==> config.mk <==
export PLATFORM = sky130hd
export DESIGN_NAME = adc_sensor_postprocessor
export DESIGN_NICKNAME = d
export VERILOG_FILES = /design/src/adcpp_pkg.sv /design/src/adc_sensor_postprocessor.sv /design/src/adcpp_divider.sv /design/src/adcpp_datapath.sv /design/src/adcpp_ctrl.sv
export SDC_FILE = /design/constraint.sdc
export NUM_CORES = 2
export LEC_CHECK = 0
export BUFFER_PORTS_ARGS = -buffer_cell sky130_fd_sc_hd__buf_2
export CORE_MARGIN = 5
export CORE_UTILIZATION = 45
export CTS_CLUSTER_DIAMETER = 50
export DETAILED_ROUTE_END_ITERATION = 10
export PLACE_DENSITY = 0.61
export SLEW_MARGIN = 5
export SYNTH_ARGS = -nofsm -noshare
export SYNTH_HDL_FRONTEND = slang
export SYNTH_SLANG_ARGS = --single-unit
==> constraint.sdc <==
create_clock -name clk_i -period 11.98 [get_ports clk_i]
set_clock_uncertainty 0.15 [all_clocks]
set_input_delay 1.198 -clock clk_i [delete_from_list [all_inputs] [get_ports clk_i]]
set_output_delay 1.198 -clock clk_i [all_outputs]
set_load 0.05 [all_outputs]
==> src/adcpp_pkg.sv <==
// shared types, constants and lookup tables for the adc sensor postprocessor
package adcpp_pkg;

  // default slot count, handed to the top level parameter
  localparam int NUM_SLOTS_DEF  = 4;

  // fixed-point format and field widths
  localparam int FRAC_BITS      = 16;
  localparam int Q_W            = FRAC_BITS + 2;
  localparam int RAW_W          = 12;
  localparam int CFG_W          = 12;
  localparam int CPU_W          = 16;
  localparam int EXT_W          = 11;
  localparam int OUT_SLOT_W     = 2;

  // filter and conversion constants
  localparam int FILTER_DIVISOR = 20;
  localparam int ADC_FULL       = 4095;
  localparam int CPU_TENTHS_K   = 1000;
  localparam int CPU_OFFSET_K   = 300;
  localparam longint unsigned Q_ONE = 64'd1 << FRAC_BITS;
  localparam int ZERO_THRESH    = int'((Q_ONE + 64'd9999) / 64'd10000);
  localparam logic [Q_W-1:0] Q_MAX = '1;

  // thermistor table
  localparam int TABLE_POINTS   = 10;
  localparam int TIDX_W         = 5;
  localparam int TEMP_BASE      = 100;
  localparam int TEMP_STEP      = 128;
  localparam int TEMP_SHIFT     = $clog2(TEMP_STEP);
  localparam int TEMP_BELOW     = TEMP_BASE + TEMP_STEP * (TABLE_POINTS - 1) + 1;

  // shared divider sizing
  localparam int DIV_W          = 41;
  localparam int ACC_W          = DIV_W + 1;
  localparam int DSR_W          = CFG_W + FRAC_BITS;
  localparam int DCNT_W         = 6;
  localparam int NORM_LEN       = RAW_W + Q_W;
  localparam int DIFF_LEN       = Q_W + 1;
  localparam int RATIO_LEN      = CFG_W + FRAC_BITS;
  localparam int TH_LEN         = Q_W + TEMP_SHIFT;

  // reciprocals for the fixed divisors, exact over the full operand range
  localparam int NREC_K = NORM_LEN + $clog2(ADC_FULL);
  localparam longint unsigned NREC_M =
    ((64'd1 << NREC_K) + 64'(ADC_FULL) - 64'd1) / 64'(ADC_FULL);
  localparam int NREC_W = $clog2(NREC_M + 64'd1);
  localparam int FREC_K = DIFF_LEN + $clog2(FILTER_DIVISOR);
  localparam longint unsigned FREC_M =
    ((64'd1 << FREC_K) + 64'(FILTER_DIVISOR) - 64'd1) / 64'(FILTER_DIVISOR);
  localparam int FREC_W = $clog2(FREC_M + 64'd1);

  // table level in units of 1e-4, rounded to the q format
  function automatic logic [Q_W-1:0] lvl(input longint unsigned tenk);
    longint unsigned v;
    v = (tenk * Q_ONE + 64'd5000) / 64'd10000;
    return v[Q_W-1:0];
  endfunction

  localparam logic [Q_W-1:0] LEVEL_Q [16] = '{
    lvl(8634), lvl(7757), lvl(6654), lvl(5444), lvl(4274), lvl(3257),
    lvl(2437), lvl(1810), lvl(1346), lvl(1006), lvl(0), lvl(0),
    lvl(0), lvl(0), lvl(0), lvl(0)
  };

  // configuration register indexes
  typedef enum logic [1:0] {
    REG_VREF_CAL      = 2'd0,
    REG_TEMP_CAL_LOW  = 2'd1,
    REG_TEMP_CAL_HIGH = 2'd2
  } cfg_reg_e;

  // datapath operations
  typedef enum logic [4:0] {
    OP_NONE,
    OP_LOAD,
    OP_MUL,
    OP_NORM,
    OP_STEP,
    OP_UPDATE,
    OP_RATIO_DIV,
    OP_RATIO_WR,
    OP_CT_MUL1,
    OP_CT_MUL2,
    OP_CT_DIV,
    OP_CT_WR,
    OP_TH_NEXT,
    OP_TH_TOP,
    OP_TH_LOW,
    OP_TH_DIV,
    OP_TH_WR,
    OP_FINISH
  } op_e;

  // controller states
  typedef enum logic [3:0] {
    ST_IDLE,
    ST_MUL,
    ST_NORM,
    ST_STEP,
    ST_UPDATE,
    ST_BRANCH,
    ST_RDIV_WAIT,
    ST_CT2,
    ST_CT3,
    ST_CDIV_WAIT,
    ST_TH_SRCH,
    ST_TDIV_WAIT,
    ST_FINISH
  } state_e;

  typedef struct packed {
    op_e op;
  } cmd_t;

  typedef struct packed {
    logic div_done;
    logic raw_zero;
    logic cal_equal;
    logic is_ref;
    logic is_cpu;
    logic is_th;
    logic th_top;
    logic th_below;
    logic th_hit;
  } status_t;

endpackage

==> src/adc_sensor_postprocessor.sv <==
// top level of the adc sensor postprocessor
//
// channel   direction  handshake                  payload
// -------   ---------  -------------------------  ------------------------------------
// sample    in         in_valid_i / in_ready_o     raw_sample_i
// result    out        out_valid_o / out_ready_i   channel_done_o, filtered_level_o,
//                                                  cpu_temp_tenths_o, ext_temp_o,
//                                                  next_channel_o
// config    in         cfg_we_i                    cfg_index_i, cfg_data_i
//
// the reference, cpu and thermistor slots use the shared bit-serial divider, one quotient
// bit per cycle over 25 to 41 bits; the core supply slot uses no division. scaling and
// the filter step use reciprocal multiplies. the table search on the thermistor slot
// steps through one table point at a time.
// the result register lets a new sample be taken while a result waits, but the
// next result is held back until the waiting one is taken.
// reset clears the slot pointer, filter state, ratio and held temperatures at once.
module adc_sensor_postprocessor
  import adcpp_pkg::*;
#(
  parameter int NUM_SLOTS = NUM_SLOTS_DEF
) (
  input  logic                    clk_i,
  input  logic                    rst_ni,
  input  logic                    in_valid_i,
  output logic                    in_ready_o,
  input  logic [RAW_W-1:0]        raw_sample_i,
  output logic                    out_valid_o,
  input  logic                    out_ready_i,
  output logic [OUT_SLOT_W-1:0]   channel_done_o,
  output logic [Q_W-1:0]          filtered_level_o,
  output logic signed [CPU_W-1:0] cpu_temp_tenths_o,
  output logic [EXT_W-1:0]        ext_temp_o,
  output logic [OUT_SLOT_W-1:0]   next_channel_o,
  input  logic                    cfg_we_i,
  input  logic [1:0]              cfg_index_i,
  input  logic [CFG_W-1:0]        cfg_data_i
);

  cmd_t    cmd;
  status_t status;

  // sequencer
  adcpp_ctrl u_ctrl (
    .clk_i       (clk_i),
    .rst_ni      (rst_ni),
    .in_valid_i  (in_valid_i),
    .in_ready_o  (in_ready_o),
    .out_valid_o (out_valid_o),
    .out_ready_i (out_ready_i),
    .status_i    (status),
    .cmd_o       (cmd)
  );

  // arithmetic and state
  adcpp_datapath #(
    .NUM_SLOTS (NUM_SLOTS)
  ) u_dp (
    .clk_i             (clk_i),
    .rst_ni            (rst_ni),
    .cmd_i             (cmd),
    .status_o          (status),
    .cfg_we_i          (cfg_we_i),
    .cfg_index_i       (cfg_index_i),
    .cfg_data_i        (cfg_data_i),
    .raw_sample_i      (raw_sample_i),
    .channel_done_o    (channel_done_o),
    .filtered_level_o  (filtered_level_o),
    .cpu_temp_tenths_o (cpu_temp_tenths_o),
    .ext_temp_o        (ext_temp_o),
    .next_channel_o    (next_channel_o)
  );

endmodule

==> src/adcpp_divider.sv <==
// shared restoring divider, one quotient bit per cycle
module adcpp_divider
  import adcpp_pkg::*;
(
  input  logic              clk_i,
  input  logic              rst_ni,
  input  logic              start_i,
  input  logic [DIV_W-1:0]  dividend_i,
  input  logic [DSR_W-1:0]  divisor_i,
  input  logic [DCNT_W-1:0] len_i,
  output logic              busy_o,
  output logic              done_o,
  output logic [DIV_W-1:0]  quotient_o
);

  logic [DIV_W-1:0]  dvd_q, dvd_d;
  logic [DIV_W-1:0]  quo_q, quo_d;
  logic [DSR_W-1:0]  dsr_q, dsr_d;
  logic [DSR_W-1:0]  rem_q, rem_d;
  logic [DCNT_W-1:0] cnt_q, cnt_d;
  logic              busy_q, busy_d;
  logic              done_q, done_d;
  logic [DCNT_W-1:0] bit_idx;
  logic [DSR_W:0]    trial;

  // one shift-subtract step
  always_comb begin
    bit_idx = cnt_q - DCNT_W'(1);
    trial   = {rem_q, dvd_q[bit_idx]};
    dvd_d   = dvd_q;
    quo_d   = quo_q;
    dsr_d   = dsr_q;
    rem_d   = rem_q;
    cnt_d   = cnt_q;
    busy_d  = busy_q;
    done_d  = 1'b0;
    if (start_i) begin
      dvd_d  = dividend_i;
      dsr_d  = divisor_i;
      quo_d  = '0;
      rem_d  = '0;
      cnt_d  = len_i;
      busy_d = 1'b1;
    end else if (busy_q) begin
      if (trial >= {1'b0, dsr_q}) begin
        rem_d = DSR_W'(trial - {1'b0, dsr_q});
        quo_d = {quo_q[DIV_W-2:0], 1'b1};
      end else begin
        rem_d = trial[DSR_W-1:0];
        quo_d = {quo_q[DIV_W-2:0], 1'b0};
      end
      cnt_d = cnt_q - DCNT_W'(1);
      if (cnt_q == DCNT_W'(1)) begin
        busy_d = 1'b0;
        done_d = 1'b1;
      end
    end
  end

  // control state
  always_ff @(posedge clk_i or negedge rst_ni) begin
    if (!rst_ni) begin
      busy_q <= 1'b0;
      done_q <= 1'b0;
      cnt_q  <= '0;
    end else begin
      busy_q <= busy_d;
      done_q <= done_d;
      cnt_q  <= cnt_d;
    end
  end

  // operand and result registers
  always_ff @(posedge clk_i) begin
    dvd_q <= dvd_d;
    quo_q <= quo_d;
    dsr_q <= dsr_d;
    rem_q <= rem_d;
  end

  assign busy_o     = busy_q;
  assign done_o     = done_q;
  assign quotient_o = quo_q;

  // a new division never starts over a running one
  assert property (@(posedge clk_i) disable iff (!rst_ni) start_i |-> !busy_q)
    else $error("divider started while busy");

endmodule

==> src/adcpp_datapath.sv <==
// datapath: sample scaling, per-slot filter, ratio, cpu and thermistor conversion
module adcpp_datapath
  import adcpp_pkg::*;
#(
  parameter int NUM_SLOTS = NUM_SLOTS_DEF
) (
  input  logic                   clk_i,
  input  logic                   rst_ni,
  input  cmd_t                   cmd_i,
  output status_t                status_o,
  input  logic                   cfg_we_i,
  input  logic [1:0]             cfg_index_i,
  input  logic [CFG_W-1:0]       cfg_data_i,
  input  logic [RAW_W-1:0]       raw_sample_i,
  output logic [OUT_SLOT_W-1:0]  channel_done_o,
  output logic [Q_W-1:0]         filtered_level_o,
  output logic signed [CPU_W-1:0] cpu_temp_tenths_o,
  output logic [EXT_W-1:0]       ext_temp_o,
  output logic [OUT_SLOT_W-1:0]  next_channel_o
);

  localparam int SLOT_W = $clog2(NUM_SLOTS);
  localparam int T2_W   = Q_W + RAW_W + 1;
  localparam int NP_W   = NORM_LEN + NREC_W;
  localparam int NQ_W   = NP_W - NREC_K;
  localparam int SP_W   = DIFF_LEN + FREC_W;

  // configuration registers
  logic [CFG_W-1:0] vref_q, cal_lo_q, cal_hi_q;

  // item state
  logic [RAW_W-1:0]  raw_q;
  logic [Q_W-1:0]    ratio_q;
  logic [Q_W-1:0]    store_q [NUM_SLOTS];
  logic [SLOT_W-1:0] slot_q, slot_next;
  logic [Q_W-1:0]    fv_q;
  logic [Q_W-1:0]    norm_q;
  logic [Q_W:0]      step_q;
  logic              neg_q;
  logic signed [ACC_W-1:0] acc_q, acc2_q;
  logic [TIDX_W-1:0] idx_q;
  logic signed [CPU_W-1:0] cpu_q;
  logic [EXT_W-1:0]  ext_q;

  // result registers
  logic [OUT_SLOT_W-1:0]   chan_out_q, next_out_q;
  logic [Q_W-1:0]          lvl_out_q;
  logic signed [CPU_W-1:0] cpu_out_q;
  logic [EXT_W-1:0]        ext_out_q;

  // divider hookup
  logic              div_start, div_busy, div_done;
  logic [DIV_W-1:0]  div_dividend, div_quo;
  logic [DSR_W-1:0]  div_divisor;
  logic [DCNT_W-1:0] div_len;

  // combinational helpers
  logic [Q_W-1:0]    old_v, quo_sat, nv;
  logic [NP_W-1:0]   norm_prod;
  logic [NQ_W-1:0]   norm_quo;
  logic [Q_W-1:0]    norm_sat;
  logic [SP_W-1:0]   step_prod;
  logic [Q_W:0]      step_mag;
  logic signed [Q_W:0] diff;
  logic [Q_W:0]      diff_mag;
  logic signed [Q_W+1:0] nv_s;
  logic signed [CFG_W:0] dcal;
  logic [CFG_W-1:0]  dcal_mag;
  logic [DSR_W-1:0]  den_mag;
  logic signed [CFG_W+10:0] dc300;
  logic [Q_W+RAW_W-1:0] prod_raw, prod_fv;
  logic signed [T2_W-1:0] t2;
  logic signed [ACC_W-1:0] m2, num;
  logic [DIV_W-1:0]  num_mag;
  logic [CPU_W-1:0]  cpu_sat;
  logic [Q_W-1:0]    lvl_cur, lvl_prev, th_d, span;
  logic [EXT_W:0]    th_base;
  logic signed [DIV_W:0] th_r;

  adcpp_divider u_div (
    .clk_i      (clk_i),
    .rst_ni     (rst_ni),
    .start_i    (div_start),
    .dividend_i (div_dividend),
    .divisor_i  (div_divisor),
    .len_i      (div_len),
    .busy_o     (div_busy),
    .done_o     (div_done),
    .quotient_o (div_quo)
  );

  // scaling, filter step and clamp
  always_comb begin
    old_v     = store_q[slot_q];
    quo_sat   = (|div_quo[DIV_W-1:Q_W]) ? Q_MAX : div_quo[Q_W-1:0];
    // divide by full scale through the reciprocal
    norm_prod = acc_q[NORM_LEN-1:0] * NREC_W'(NREC_M);
    norm_quo  = norm_prod[NP_W-1:NREC_K];
    norm_sat  = (|norm_quo[NQ_W-1:Q_W]) ? Q_MAX : norm_quo[Q_W-1:0];
    diff      = $signed({1'b0, norm_q}) - $signed({1'b0, old_v});
    diff_mag  = diff[Q_W] ? (Q_W+1)'(-diff) : (Q_W+1)'(diff);
    // step magnitude, truncated toward zero
    step_prod = diff_mag * FREC_W'(FREC_M);
    step_mag  = (Q_W+1)'(step_prod[SP_W-1:FREC_K]);
    nv_s      = neg_q ? $signed({2'b0, old_v}) - $signed({1'b0, step_q})
                      : $signed({2'b0, old_v}) + $signed({1'b0, step_q});
    if (nv_s[Q_W+1]) begin
      nv = '0;
    end else if (nv_s[Q_W]) begin
      nv = Q_MAX;
    end else if (nv_s[Q_W-1:0] < Q_W'(ZERO_THRESH)) begin
      nv = '0;
    end else begin
      nv = nv_s[Q_W-1:0];
    end
    prod_raw = raw_q * ratio_q;
    prod_fv  = fv_q * RAW_W'(ADC_FULL);
  end

  // cpu temperature terms
  always_comb begin
    dcal     = $signed({1'b0, cal_hi_q}) - $signed({1'b0, cal_lo_q});
    dcal_mag = dcal[CFG_W] ? CFG_W'(-dcal) : dcal[CFG_W-1:0];
    den_mag  = {dcal_mag, {FRAC_BITS{1'b0}}};
    dc300    = dcal * $signed(11'(CPU_OFFSET_K));
    t2       = $signed({1'b0, acc_q[Q_W+RAW_W-1:0]})
             - $signed({{(T2_W-DSR_W){1'b0}}, cal_lo_q, {FRAC_BITS{1'b0}}});
    m2       = t2 * $signed(11'(CPU_TENTHS_K));
    num      = acc_q + acc2_q;
    num_mag  = num[ACC_W-1] ? DIV_W'(-num) : num[DIV_W-1:0];
    if (neg_q) begin
      cpu_sat = (div_quo > DIV_W'(32768)) ? {1'b1, {(CPU_W-1){1'b0}}}
                                          : CPU_W'(-div_quo[CPU_W-1:0]);
    end else begin
      cpu_sat = (div_quo > DIV_W'(32767)) ? {1'b0, {(CPU_W-1){1'b1}}}
                                          : div_quo[CPU_W-1:0];
    end
  end

  // thermistor table lookup
  always_comb begin
    lvl_cur  = LEVEL_Q[idx_q[3:0]];
    lvl_prev = LEVEL_Q[idx_q[3:0] - 4'd1];
    th_d     = (lvl_prev > lvl_cur) ? lvl_prev - lvl_cur : Q_W'(1);
    span     = fv_q - lvl_cur;
    th_base  = (EXT_W+1)'(TEMP_BASE) + (EXT_W+1)'({idx_q, {TEMP_SHIFT{1'b0}}});
    th_r     = $signed({1'b0, DIV_W'(th_base)}) - $signed({1'b0, div_quo});
  end

  // divider operand selection
  always_comb begin
    div_start    = 1'b0;
    div_dividend = '0;
    div_divisor  = '0;
    div_len      = '0;
    case (cmd_i.op)
      OP_RATIO_DIV: begin
        div_start    = 1'b1;
        div_dividend = DIV_W'({vref_q, {FRAC_BITS{1'b0}}});
        div_divisor  = DSR_W'(raw_q);
        div_len      = DCNT_W'(RATIO_LEN);
      end
      OP_CT_DIV: begin
        div_start    = 1'b1;
        div_dividend = num_mag;
        div_divisor  = den_mag;
        div_len      = DCNT_W'(DIV_W);
      end
      OP_TH_DIV: begin
        div_start    = 1'b1;
        div_dividend = DIV_W'({span, {TEMP_SHIFT{1'b0}}});
        div_divisor  = DSR_W'(th_d);
        div_len      = DCNT_W'(TH_LEN);
      end
      default: ;
    endcase
  end

  assign slot_next = (slot_q == SLOT_W'(NUM_SLOTS - 1)) ? '0 : slot_q + SLOT_W'(1);

  // configuration writes
  always_ff @(posedge clk_i or negedge rst_ni) begin
    if (!rst_ni) begin
      vref_q   <= CFG_W'(1660);
      cal_lo_q <= CFG_W'(1000);
      cal_hi_q <= CFG_W'(1350);
    end else if (cfg_we_i) begin
      case (cfg_index_i)
        REG_VREF_CAL:      vref_q   <= cfg_data_i;
        REG_TEMP_CAL_LOW:  cal_lo_q <= cfg_data_i;
        REG_TEMP_CAL_HIGH: cal_hi_q <= cfg_data_i;
        default: ;
      endcase
    end
  end

  // state that persists across transactions
  always_ff @(posedge clk_i or negedge rst_ni) begin
    if (!rst_ni) begin
      slot_q  <= '0;
      ratio_q <= '0;
      cpu_q   <= '0;
      ext_q   <= '0;
      for (int i = 0; i < NUM_SLOTS; i++) begin
        store_q[i] <= '0;
      end
    end else begin
      case (cmd_i.op)
        OP_UPDATE:   store_q[slot_q] <= nv;
        OP_RATIO_WR: ratio_q <= quo_sat;
        OP_CT_WR:    cpu_q <= $signed(cpu_sat);
        OP_TH_TOP:   ext_q <= EXT_W'(TEMP_BASE);
        OP_TH_LOW:   ext_q <= EXT_W'(TEMP_BELOW);
        OP_TH_WR:    ext_q <= th_r[DIV_W] ? '0 : th_r[EXT_W-1:0];
        OP_FINISH:   slot_q <= slot_next;
        default: ;
      endcase
    end
  end

  // working registers of one transaction
  always_ff @(posedge clk_i) begin
    case (cmd_i.op)
      OP_LOAD: begin
        raw_q <= raw_sample_i;
        idx_q <= '0;
      end
      OP_MUL:      acc_q  <= ACC_W'(prod_raw);
      OP_NORM:     norm_q <= norm_sat;
      OP_STEP: begin
        neg_q  <= diff[Q_W];
        step_q <= step_mag;
      end
      OP_UPDATE:   fv_q  <= nv;
      OP_CT_MUL1: begin
        acc_q  <= ACC_W'(prod_fv);
        acc2_q <= ACC_W'($signed({dc300, {FRAC_BITS{1'b0}}}));
      end
      OP_CT_MUL2:  acc_q <= m2;
      OP_CT_DIV:   neg_q <= num[ACC_W-1] ^ dcal[CFG_W];
      OP_TH_NEXT:  idx_q <= idx_q + TIDX_W'(1);
      OP_FINISH: begin
        chan_out_q <= OUT_SLOT_W'(slot_q);
        lvl_out_q  <= fv_q;
        cpu_out_q  <= cpu_q;
        ext_out_q  <= ext_q;
        next_out_q <= OUT_SLOT_W'(slot_next);
      end
      default: ;
    endcase
  end

  // status to the controller
  always_comb begin
    status_o.div_done  = div_done;
    status_o.raw_zero  = (raw_q == '0);
    status_o.cal_equal = (cal_hi_q == cal_lo_q);
    status_o.is_ref    = (slot_q == SLOT_W'(0));
    status_o.is_cpu    = (slot_q == SLOT_W'(1));
    status_o.is_th     = (slot_q == SLOT_W'(2));
    status_o.th_below  = (idx_q >= TIDX_W'(TABLE_POINTS));
    status_o.th_top    = (idx_q == '0) && (fv_q >= LEVEL_Q[0]);
    status_o.th_hit    = (idx_q != '0) && !status_o.th_below && (fv_q >= lvl_cur);
  end

  assign channel_done_o    = chan_out_q;
  assign filtered_level_o  = lvl_out_q;
  assign cpu_temp_tenths_o = cpu_out_q;
  assign ext_temp_o        = ext_out_q;
  assign next_channel_o    = next_out_q;

  // done only follows a running division
  assert property (@(posedge clk_i) disable iff (!rst_ni) div_done |-> $past(div_busy))
    else $error("divider done without a running division");

endmodule

==> src/adcpp_ctrl.sv <==
// controller: sequences one transaction through the datapath operations
module adcpp_ctrl
  import adcpp_pkg::*;
(
  input  logic    clk_i,
  input  logic    rst_ni,
  input  logic    in_valid_i,
  output logic    in_ready_o,
  output logic    out_valid_o,
  input  logic    out_ready_i,
  input  status_t status_i,
  output cmd_t    cmd_o
);

  state_e state_q, state_d;
  logic   out_valid_q, out_valid_d;
  logic   out_stall;

  assign out_stall = out_valid_q && !out_ready_i;

  // state register
  always_ff @(posedge clk_i or negedge rst_ni) begin
    if (!rst_ni) begin
      state_q     <= ST_IDLE;
      out_valid_q <= 1'b0;
    end else begin
      state_q     <= state_d;
      out_valid_q <= out_valid_d;
    end
  end

  // next state and commands
  always_comb begin
    state_d     = state_q;
    cmd_o.op    = OP_NONE;
    in_ready_o  = 1'b0;
    out_valid_d = out_valid_q && !out_ready_i;
    unique case (state_q)
      ST_IDLE: begin
        in_ready_o = 1'b1;
        if (in_valid_i) begin
          cmd_o.op = OP_LOAD;
          state_d  = ST_MUL;
        end
      end
      ST_MUL: begin
        cmd_o.op = OP_MUL;
        state_d  = ST_NORM;
      end
      ST_NORM: begin
        cmd_o.op = OP_NORM;
        state_d  = ST_STEP;
      end
      ST_STEP: begin
        cmd_o.op = OP_STEP;
        state_d  = ST_UPDATE;
      end
      ST_UPDATE: begin
        cmd_o.op = OP_UPDATE;
        state_d  = ST_BRANCH;
      end
      ST_BRANCH: begin
        if (status_i.is_ref) begin
          if (!status_i.raw_zero) begin
            cmd_o.op = OP_RATIO_DIV;
            state_d  = ST_RDIV_WAIT;
          end else begin
            state_d = ST_FINISH;
          end
        end else if (status_i.is_cpu) begin
          if (!status_i.cal_equal) begin
            cmd_o.op = OP_CT_MUL1;
            state_d  = ST_CT2;
          end else begin
            state_d = ST_FINISH;
          end
        end else if (status_i.is_th) begin
          state_d = ST_TH_SRCH;
        end else begin
          state_d = ST_FINISH;
        end
      end
      ST_RDIV_WAIT: begin
        if (status_i.div_done) begin
          cmd_o.op = OP_RATIO_WR;
          state_d  = ST_FINISH;
        end
      end
      ST_CT2: begin
        cmd_o.op = OP_CT_MUL2;
        state_d  = ST_CT3;
      end
      ST_CT3: begin
        cmd_o.op = OP_CT_DIV;
        state_d  = ST_CDIV_WAIT;
      end
      ST_CDIV_WAIT: begin
        if (status_i.div_done) begin
          cmd_o.op = OP_CT_WR;
          state_d  = ST_FINISH;
        end
      end
      ST_TH_SRCH: begin
        if (status_i.th_top) begin
          cmd_o.op = OP_TH_TOP;
          state_d  = ST_FINISH;
        end else if (status_i.th_below) begin
          cmd_o.op = OP_TH_LOW;
          state_d  = ST_FINISH;
        end else if (status_i.th_hit) begin
          cmd_o.op = OP_TH_DIV;
          state_d  = ST_TDIV_WAIT;
        end else begin
          cmd_o.op = OP_TH_NEXT;
        end
      end
      ST_TDIV_WAIT: begin
        if (status_i.div_done) begin
          cmd_o.op = OP_TH_WR;
          state_d  = ST_FINISH;
        end
      end
      ST_FINISH: begin
        if (!out_stall) begin
          cmd_o.op    = OP_FINISH;
          out_valid_d = 1'b1;
          state_d     = ST_IDLE;
        end
      end
      default: state_d = ST_IDLE;
    endcase
  end

  assign out_valid_o = out_valid_q;

  // result register is never overwritten while a result waits
  assert property (@(posedge clk_i) disable iff (!rst_ni)
    (cmd_o.op == OP_FINISH) |-> !out_stall)
    else $error("result overwritten while stalled");

  // an accepted sample always starts the scaling multiply
  assert property (@(posedge clk_i) disable iff (!rst_ni)
    (in_valid_i && in_ready_o) |=> (state_q == ST_MUL))
    else $error("accepted sample did not start processing");

  // divider completion only lands in a waiting state
  assert property (@(posedge clk_i) disable iff (!rst_ni)
    status_i.div_done |-> (state_q == ST_RDIV_WAIT || state_q == ST_CDIV_WAIT ||
                           state_q == ST_TDIV_WAIT))
    else $error("division finished outside a wait state");

endmodule

# == Yosys cells after proc, flatten, opt, wreduce, memory -nomap -nowiden ==
# Memory sizes are Yosys's and may differ from the RTL's.
# Cells that the tools add are included.
# Widths: inputs -> output; s select.
# op_classes
eq_ne,40
n_lt_le_gt_ge,13
n_mux,71
add_sub_neg,19
mul,6
reduce_logical,25
bitwise_logic,4
# op_table
operator,n
$mux 18,12
$pmux 42 s3,1
$pmux 41 s3,1
$pmux 28 s3,1
$bwmux 72,1
$pmux 5 s13,1
$mul 30x31->61 const B,1
$mux 16,3
$mux 4,12
$pmux 4 s11,1
$add 42x39->42,1
$sub 12x41->42,1
$gt 41x15->1 const B,1
$gt 41x16->1 const B,1
$mux 41,1
$neg 41->41,1
$eq 5x4->1 const B,8
$mul 19x20->39 const B,1
$mul 31x8->39 const B,1
$bmux 18 s2,1
$demux 18 s2,1
$sub 18x18->18,2
$pmux 11 s3,1
$sub 30x28->31,1
other kinds (71),122
# word_totals
regBits,487
n_memories,2
mem_bits_ro,576
output_inout_bits,51
word_cells,213
in_bits,31
# memory_table
memory,words,width,read_ports,rd_ports_with_merged_regs,write_ports,line_no,rtl
(name not given),16,18,1,0,0,adcpp_datapath.sv:142,lvl_cur = LEVEL_Q[idx_q[3:0]];
(name not given),16,18,1,0,0,adcpp_datapath.sv:143,lvl_prev = LEVEL_Q[idx_q[3:0] - 4'd1];

# == Longest topological paths before layout ==
# depth
ltp_word,14
depth_mapped,38
ltp_nobuf,37

# == Hierarchy ==
# From an unflattened synthesis, not the netlist that was laid out.
# unflattened
hier_cells,5934
area_unflattened_um2,57347.5
# by_module_without_submodules
module,cells_per_inst,seq_area_each_um2,area_each_um2,n_inst
adcpp_datapath,5179,9336.5,49422.4,1
adcpp_divider,668,3653.5,7263.2,1
adcpp_ctrl,87,125.1,661.9,1

# == Worst setup path before layout ==
# No wires, ideal clock.
# synth_path
kind,in2reg
from,input port out_ready_i
to,"register u_dp.u_div.dsr_q[0], enable pin"
required_ns,11.369
setup_ns,0.461
cell_stages,10
n_path_buf,1
arrival_time_ns,9.805
path_slack_ns,1.564
path_cell_list,nand2b_1 -> nor4b_1 -> nor4_1 -> o21ai_0 -> a21oi_1 -> nor2_1 -> o21a_1 -> nor3_4 -> inv_2 -> clkbuf_1
# synth_via
elab_chain_len,7
elab_cells_between_ends,9
cone_classes,eq/ne: 3; mux: 3; reduce/logical: 3
# synth_rtl
item,line_no,rtl
"start, declared",adc_sensor_postprocessor.sv:29,"input logic out_ready_i,"
$logic_not 1->1 *,adcpp_ctrl.sv:19,assign out_stall = out_valid_q && !out_ready_i;
$logic_and 1x1->1 *,adcpp_ctrl.sv:19,
$mux 5 *,adcpp_ctrl.sv:124,if (!out_stall) begin
$pmux 5 s13 *,adcpp_ctrl.sv:38,unique case (state_q)
$eq 5x3->1 or $eq 5x4->1 (tied branches),adcpp_datapath.sv:156,case (cmd_i.op)
$reduce_or 3->1 (no source line) *,--,
$mux 1 *,adcpp_datapath.sv:156,
"end signal, assigned",adcpp_divider.sv:77,dsr_q <= dsr_d;
"end, declared",adcpp_divider.sv:18,"logic [DSR_W-1:0] dsr_q, dsr_d;"
# Mark *: on every way between the ends. The rest lies on a longest branch, timed or not.
# A chain may end at the register's enable or synchronous reset.

# == Final worst setup path ==
# layout_path
from,register u_dp.slot_q[0]
to,"register u_dp.step_q[14], data pin"
# layout_via
elab_chain_len,8
# layout_rtl
item,line_no,rtl
"start, declared",adcpp_datapath.sv:35,"logic [SLOT_W-1:0] slot_q, slot_next;"
"start signal, assigned",adcpp_datapath.sv:215,OP_FINISH: slot_q <= slot_next;
$not 2->3 (not written as such) *,adcpp_datapath.sv:94,old_v = store_q[slot_q];
$bmux 18 s2 *,adcpp_datapath.sv:94,
$mux 18 (not written as such) * (2 in a row),adcpp_datapath.sv:94,
$sub 18x18->19 *,adcpp_datapath.sv:100,"diff = $signed({1'b0, norm_q}) - $signed({1'b0, old_v});"
$neg 19->19,adcpp_datapath.sv:101,diff_mag = diff[Q_W] ? (Q_W+1)'(-diff) : (Q_W+1)'(diff);
$mux 19 *,adcpp_datapath.sv:101,
$mul 19x20->39 *,adcpp_datapath.sv:103,step_prod = diff_mag * FREC_W'(FREC_M);
net u_dp.step_prod[38],adcpp_datapath.sv:62,logic [SP_W-1:0] step_prod;
"end signal, assigned",adcpp_datapath.sv:232,step_q <= step_mag;
"end, declared",adcpp_datapath.sv:38,logic [Q_W:0] step_q;
# The timed path passes the listed nets; every way through them passes the cells marked *. The select of a mux whose other input is x is not followed.

==> impl_metrics.json <==
{
  "htree_levels": 3,
  "multi_input_area_um2": 39700,
  "path_class": "register to register",
  "grt.overflow.total": 0,
  "cp-start-kind": "register",
  "seq_area_frac_synth": 0.232,
  "dr.pass1.iters": 5,
  "fmax_ghz": 0.0969,
  "tightest_slew_ns": 1.18,
  "syn_to_final_growth_pct": 7.91,
  "synth_cells": 5772,
  "worstPathRequired_ns": 12.22,
  "io_buffers": 81,
  "routed_wl_um": 158000,
  "diodes": 0,
  "synth_compound_area_frac": 0.130,
  "synth_xor_area_frac": 0.0474,
  "clockBufferDepth": 3,
  "crit_fanout": 13,
  "ys.flop_type": "edfxtp_1",
  "cts_repair_resize_count": 0,
  "crit_path_max_incr_delay_ns": 0.73,
  "maxCapViolCount": 0,
  "yosys.area_share.simple": 0.108,
  "num_vias": 42100,
  "fin_cells": 7501,
  "post-cts-setup-buffer-count": 0,
  "clock_latency_ns": 0.65,
  "max_slew_margin": 0.214,
  "crit_path_end_kind": "register",
  "finalHoldViolCount": 0,
  "clkTransAtPathRegs_ns": 0.06,
  "period_share": 0.862,
  "nFillCells": 11800,
  "die_h_um": 365,
  "route.layer.met1.wl_um": 72000,
  "final_core_util": 0.488,
  "cts_tree": "yes",
  "synth_cell_types": 114,
  "post_drt_via_cell_ratio": 5.61,
  "core_um2": 125000,
  "wl_per_cell_um": 21.0,
  "arrival_ns": 10.56,
  "synth_top_family_by_area": "adder cells",
  "drive_gt1_frac": 0.0812,
  "placed_cells": 7378,
  "setup_viol": 0,
  "wl_met2_um": 71300,
  "async_flop_share": 0.345,
  "netlist_area_um2": 56600,
  "synthMuxAreaShare": 0.0434,
  "grt_pass1_wl_um": 248000,
  "cts-root-buf": "clkbuf_16",
  "clock-sinks": 487,
  "holdBufCountCts": 0,
  "fin_crit_ns": 10.32,
  "antenna_found_initial": 0,
  "cts_buffers": 67,
  "cp_slowest_cell": "dfrtp_1",
  "die_area_um2": 133000,
  "maxSlewViolCount": 0,
  "dr.max_layer_used": "met4",
  "ios": 82,
  "route.detailed.drc": 0,
  "track_usage": 0.239,
  "syn_area_per_cell_um2": 9.81,
  "finalWeightedCongestion": 0.921,
  "start_util": 0.452,
  "met3WireLength_um": 8440,
  "rows": 130,
  "fin_setup_tns_ns": 0,
  "grt_pass1_vias": 42500,
  "drt_iter0_markers": 2901,
  "yosys_register_bits": 487,
  "rsz0062_at_grt": "false",
  "regArea_um2": 13100,
  "min_path_type": "primary input to async pin",
  "synth_edf_count": 250,
  "synthAdderAreaFrac": 0.372,
  "yosys_warnings": 0,
  "final_antenna_net_count": 0,
  "grt_max_degree": 69,
  "fin_nets": 7187,
  "dieWidth_um": 365,
  "place_hpwl_um": 127000,
  "status": "complete, no violations"
}
==> final cells by class <==
class                           count  area share
Clock inverter                     40     0.00676
Clock buffer                       83      0.0298
Multi-Input combinational cell   4272       0.650
Tap cell                         1650      0.0338
Timing Repair Buffer              139      0.0139
Inverter                          830      0.0510
Sequential cell                   487       0.215
==> cells in the final DEF (no fill, tap or decap), types with 38 or more instances in the layout <==
cell type,Yosys,routed
a31oi_1,47,47
xor2_1,101,100
o21a_1,43,43
nand2_1,369,369
clkbuf_16,0,68
dfrtp_1,150,149
nor3_1,63,58
nor2b_1,45,45
fa_1,540,540
buf_4,1,58
nand3_1,66,66
mux2_2,105,105
or3_1,38,38
and2_1,83,83
nand2b_1,56,56
o21ai_0,232,232
nor2_1,368,366
dfxtp_1,69,69
a21o_1,125,125
xnor2_1,203,203
inv_1,828,828
mux2i_1,63,63
buf_2,13,80
nand4_1,38,38
edfxtp_1,250,250
ha_1,819,819
a21oi_1,351,350
==> logic make-up after synthesis <==
family	after synthesis
other cells	1
compound gates	1141
mux	197
buf+inv	1015
fa+ha+maj	1359
flops	487
simple gates	1267
xor+xnor	305
==> stage by stage <==
stage | instance area (um^2) | hold WS [ns] | setup WS (ns)
finish | 61100 | 0.294 | 1.66
CTS | 61100 | 0.260 | 1.60
detailed placement | 58900 | 0.286 | 1.60
global placement | 58900 | 0.282 | 1.84
global route | 61100 | 0.300 | 0.900
floorplan | 56600 | 0.271 | 1.56
==> per-layer routing <==
layer | vias up | global-route usage
met5 | - | 0
met4 | 0 | 0.0875
met3 | 244 | 0.0286
met2 | 1101 | 0.384
met1 | 21000 | 0.336
li1 | 19800 | -
==> critical path, delay by kind of cell (launching register included) <==
family,cells,cell delay (ns)
buffers and inverters,6,0.71
muxes,1,0.58
xor gates and xnor gates,2,0.67
DFF,1,0.73
adders and majority gates,8,3.53
AOI/OAI and AO/OA,8,1.99
and+or+nand+nor,5,1.67
==> synth_stat cells, types with 10 or more instances <==
cell / count / area (um^2)
nor4_1: 19 / 119
buf_2: 13 / 65.1
mux2i_1: 63 / 631
nor3b_1: 11 / 82.6
edfxtp_1: 250 / 7510
o21ai_0: 232 / 1160
o21bai_1: 36 / 270
o31ai_1: 32 / 240
a41oi_1: 10 / 87.6
clkbuf_1: 151 / 567
a22o_1: 19 / 166
nand2b_1: 56 / 350
nand4_1: 38 / 238
and4_1: 11 / 96.3
nand2_1: 369 / 1390
o211ai_1: 34 / 255
a21boi_0: 13 / 97.6
a21oi_1: 351 / 1760
a211oi_1: 24 / 180
a31oi_1: 47 / 294
xnor2_1: 203 / 1780
xor2_1: 101 / 885
nor2_1: 368 / 1380
and3_1: 30 / 188
a22oi_1: 17 / 128
nor2b_1: 45 / 282
fa_1: 540 / 10800
nand3b_1: 16 / 120
dfxtp_1: 69 / 1380
mux2_2: 105 / 1180
buf_1: 15 / 56.3
mux4_2: 28 / 631
ha_1: 819 / 10200
or3_1: 38 / 238
or2_2: 17 / 106
o21ai_1: 13 / 65.1
inv_1: 828 / 3110
o2111ai_1: 14 / 123
nand3_1: 66 / 330
a21o_1: 125 / 938
nor3_1: 63 / 315
and2_1: 83 / 519
dfstp_2: 18 / 473
o21a_1: 43 / 323
dfrtp_1: 150 / 3750
==> path summary, 6_finish.rpt <==
path / start / end / slack (ns) / cells after the start
worst min register to register: u_dp.cpu_q[0] / u_dp.cpu_temp_tenths_o[0] / 0.30 / 0
worst min-delay path: rst_ni / u_dp.store_q[70] / 0.29 / 1
min in group clk_i: u_dp.cpu_q[0] / u_dp.cpu_temp_tenths_o[0] / 0.30 / 0
max in group asynchronous: rst_ni / u_dp.ext_q[7] / 10.08 / 2
worst max register to register: u_dp.slot_q[0] / u_dp.step_q[14] / 1.66 / 30
worst max-delay path: u_dp.slot_q[0] / u_dp.step_q[14] / 1.66 / 30
==> registers in the layout, indices dropped and copies added, names as in the netlist, 15 cells and up <==
register and count:
u_dp.step_q 15, u_dp.norm_q 18, u_dp.cpu_q 16, u_dp.u_div.rem_q 28, u_dp.ratio_q 18, u_dp.acc_q 42, u_dp.filtered_level_o 18, u_dp.u_div.dvd_q 41
u_dp.u_div.quotient_o 41, u_dp.fv_q 18, u_dp.store_q 72, u_dp.u_div.dsr_q 28, u_dp.acc2_q 21, u_dp.cpu_temp_tenths_o 16
Power is left out: the tool's default activity adds up to more than one toggle a clock period on the data nets, which glitch-free logic cannot reach.
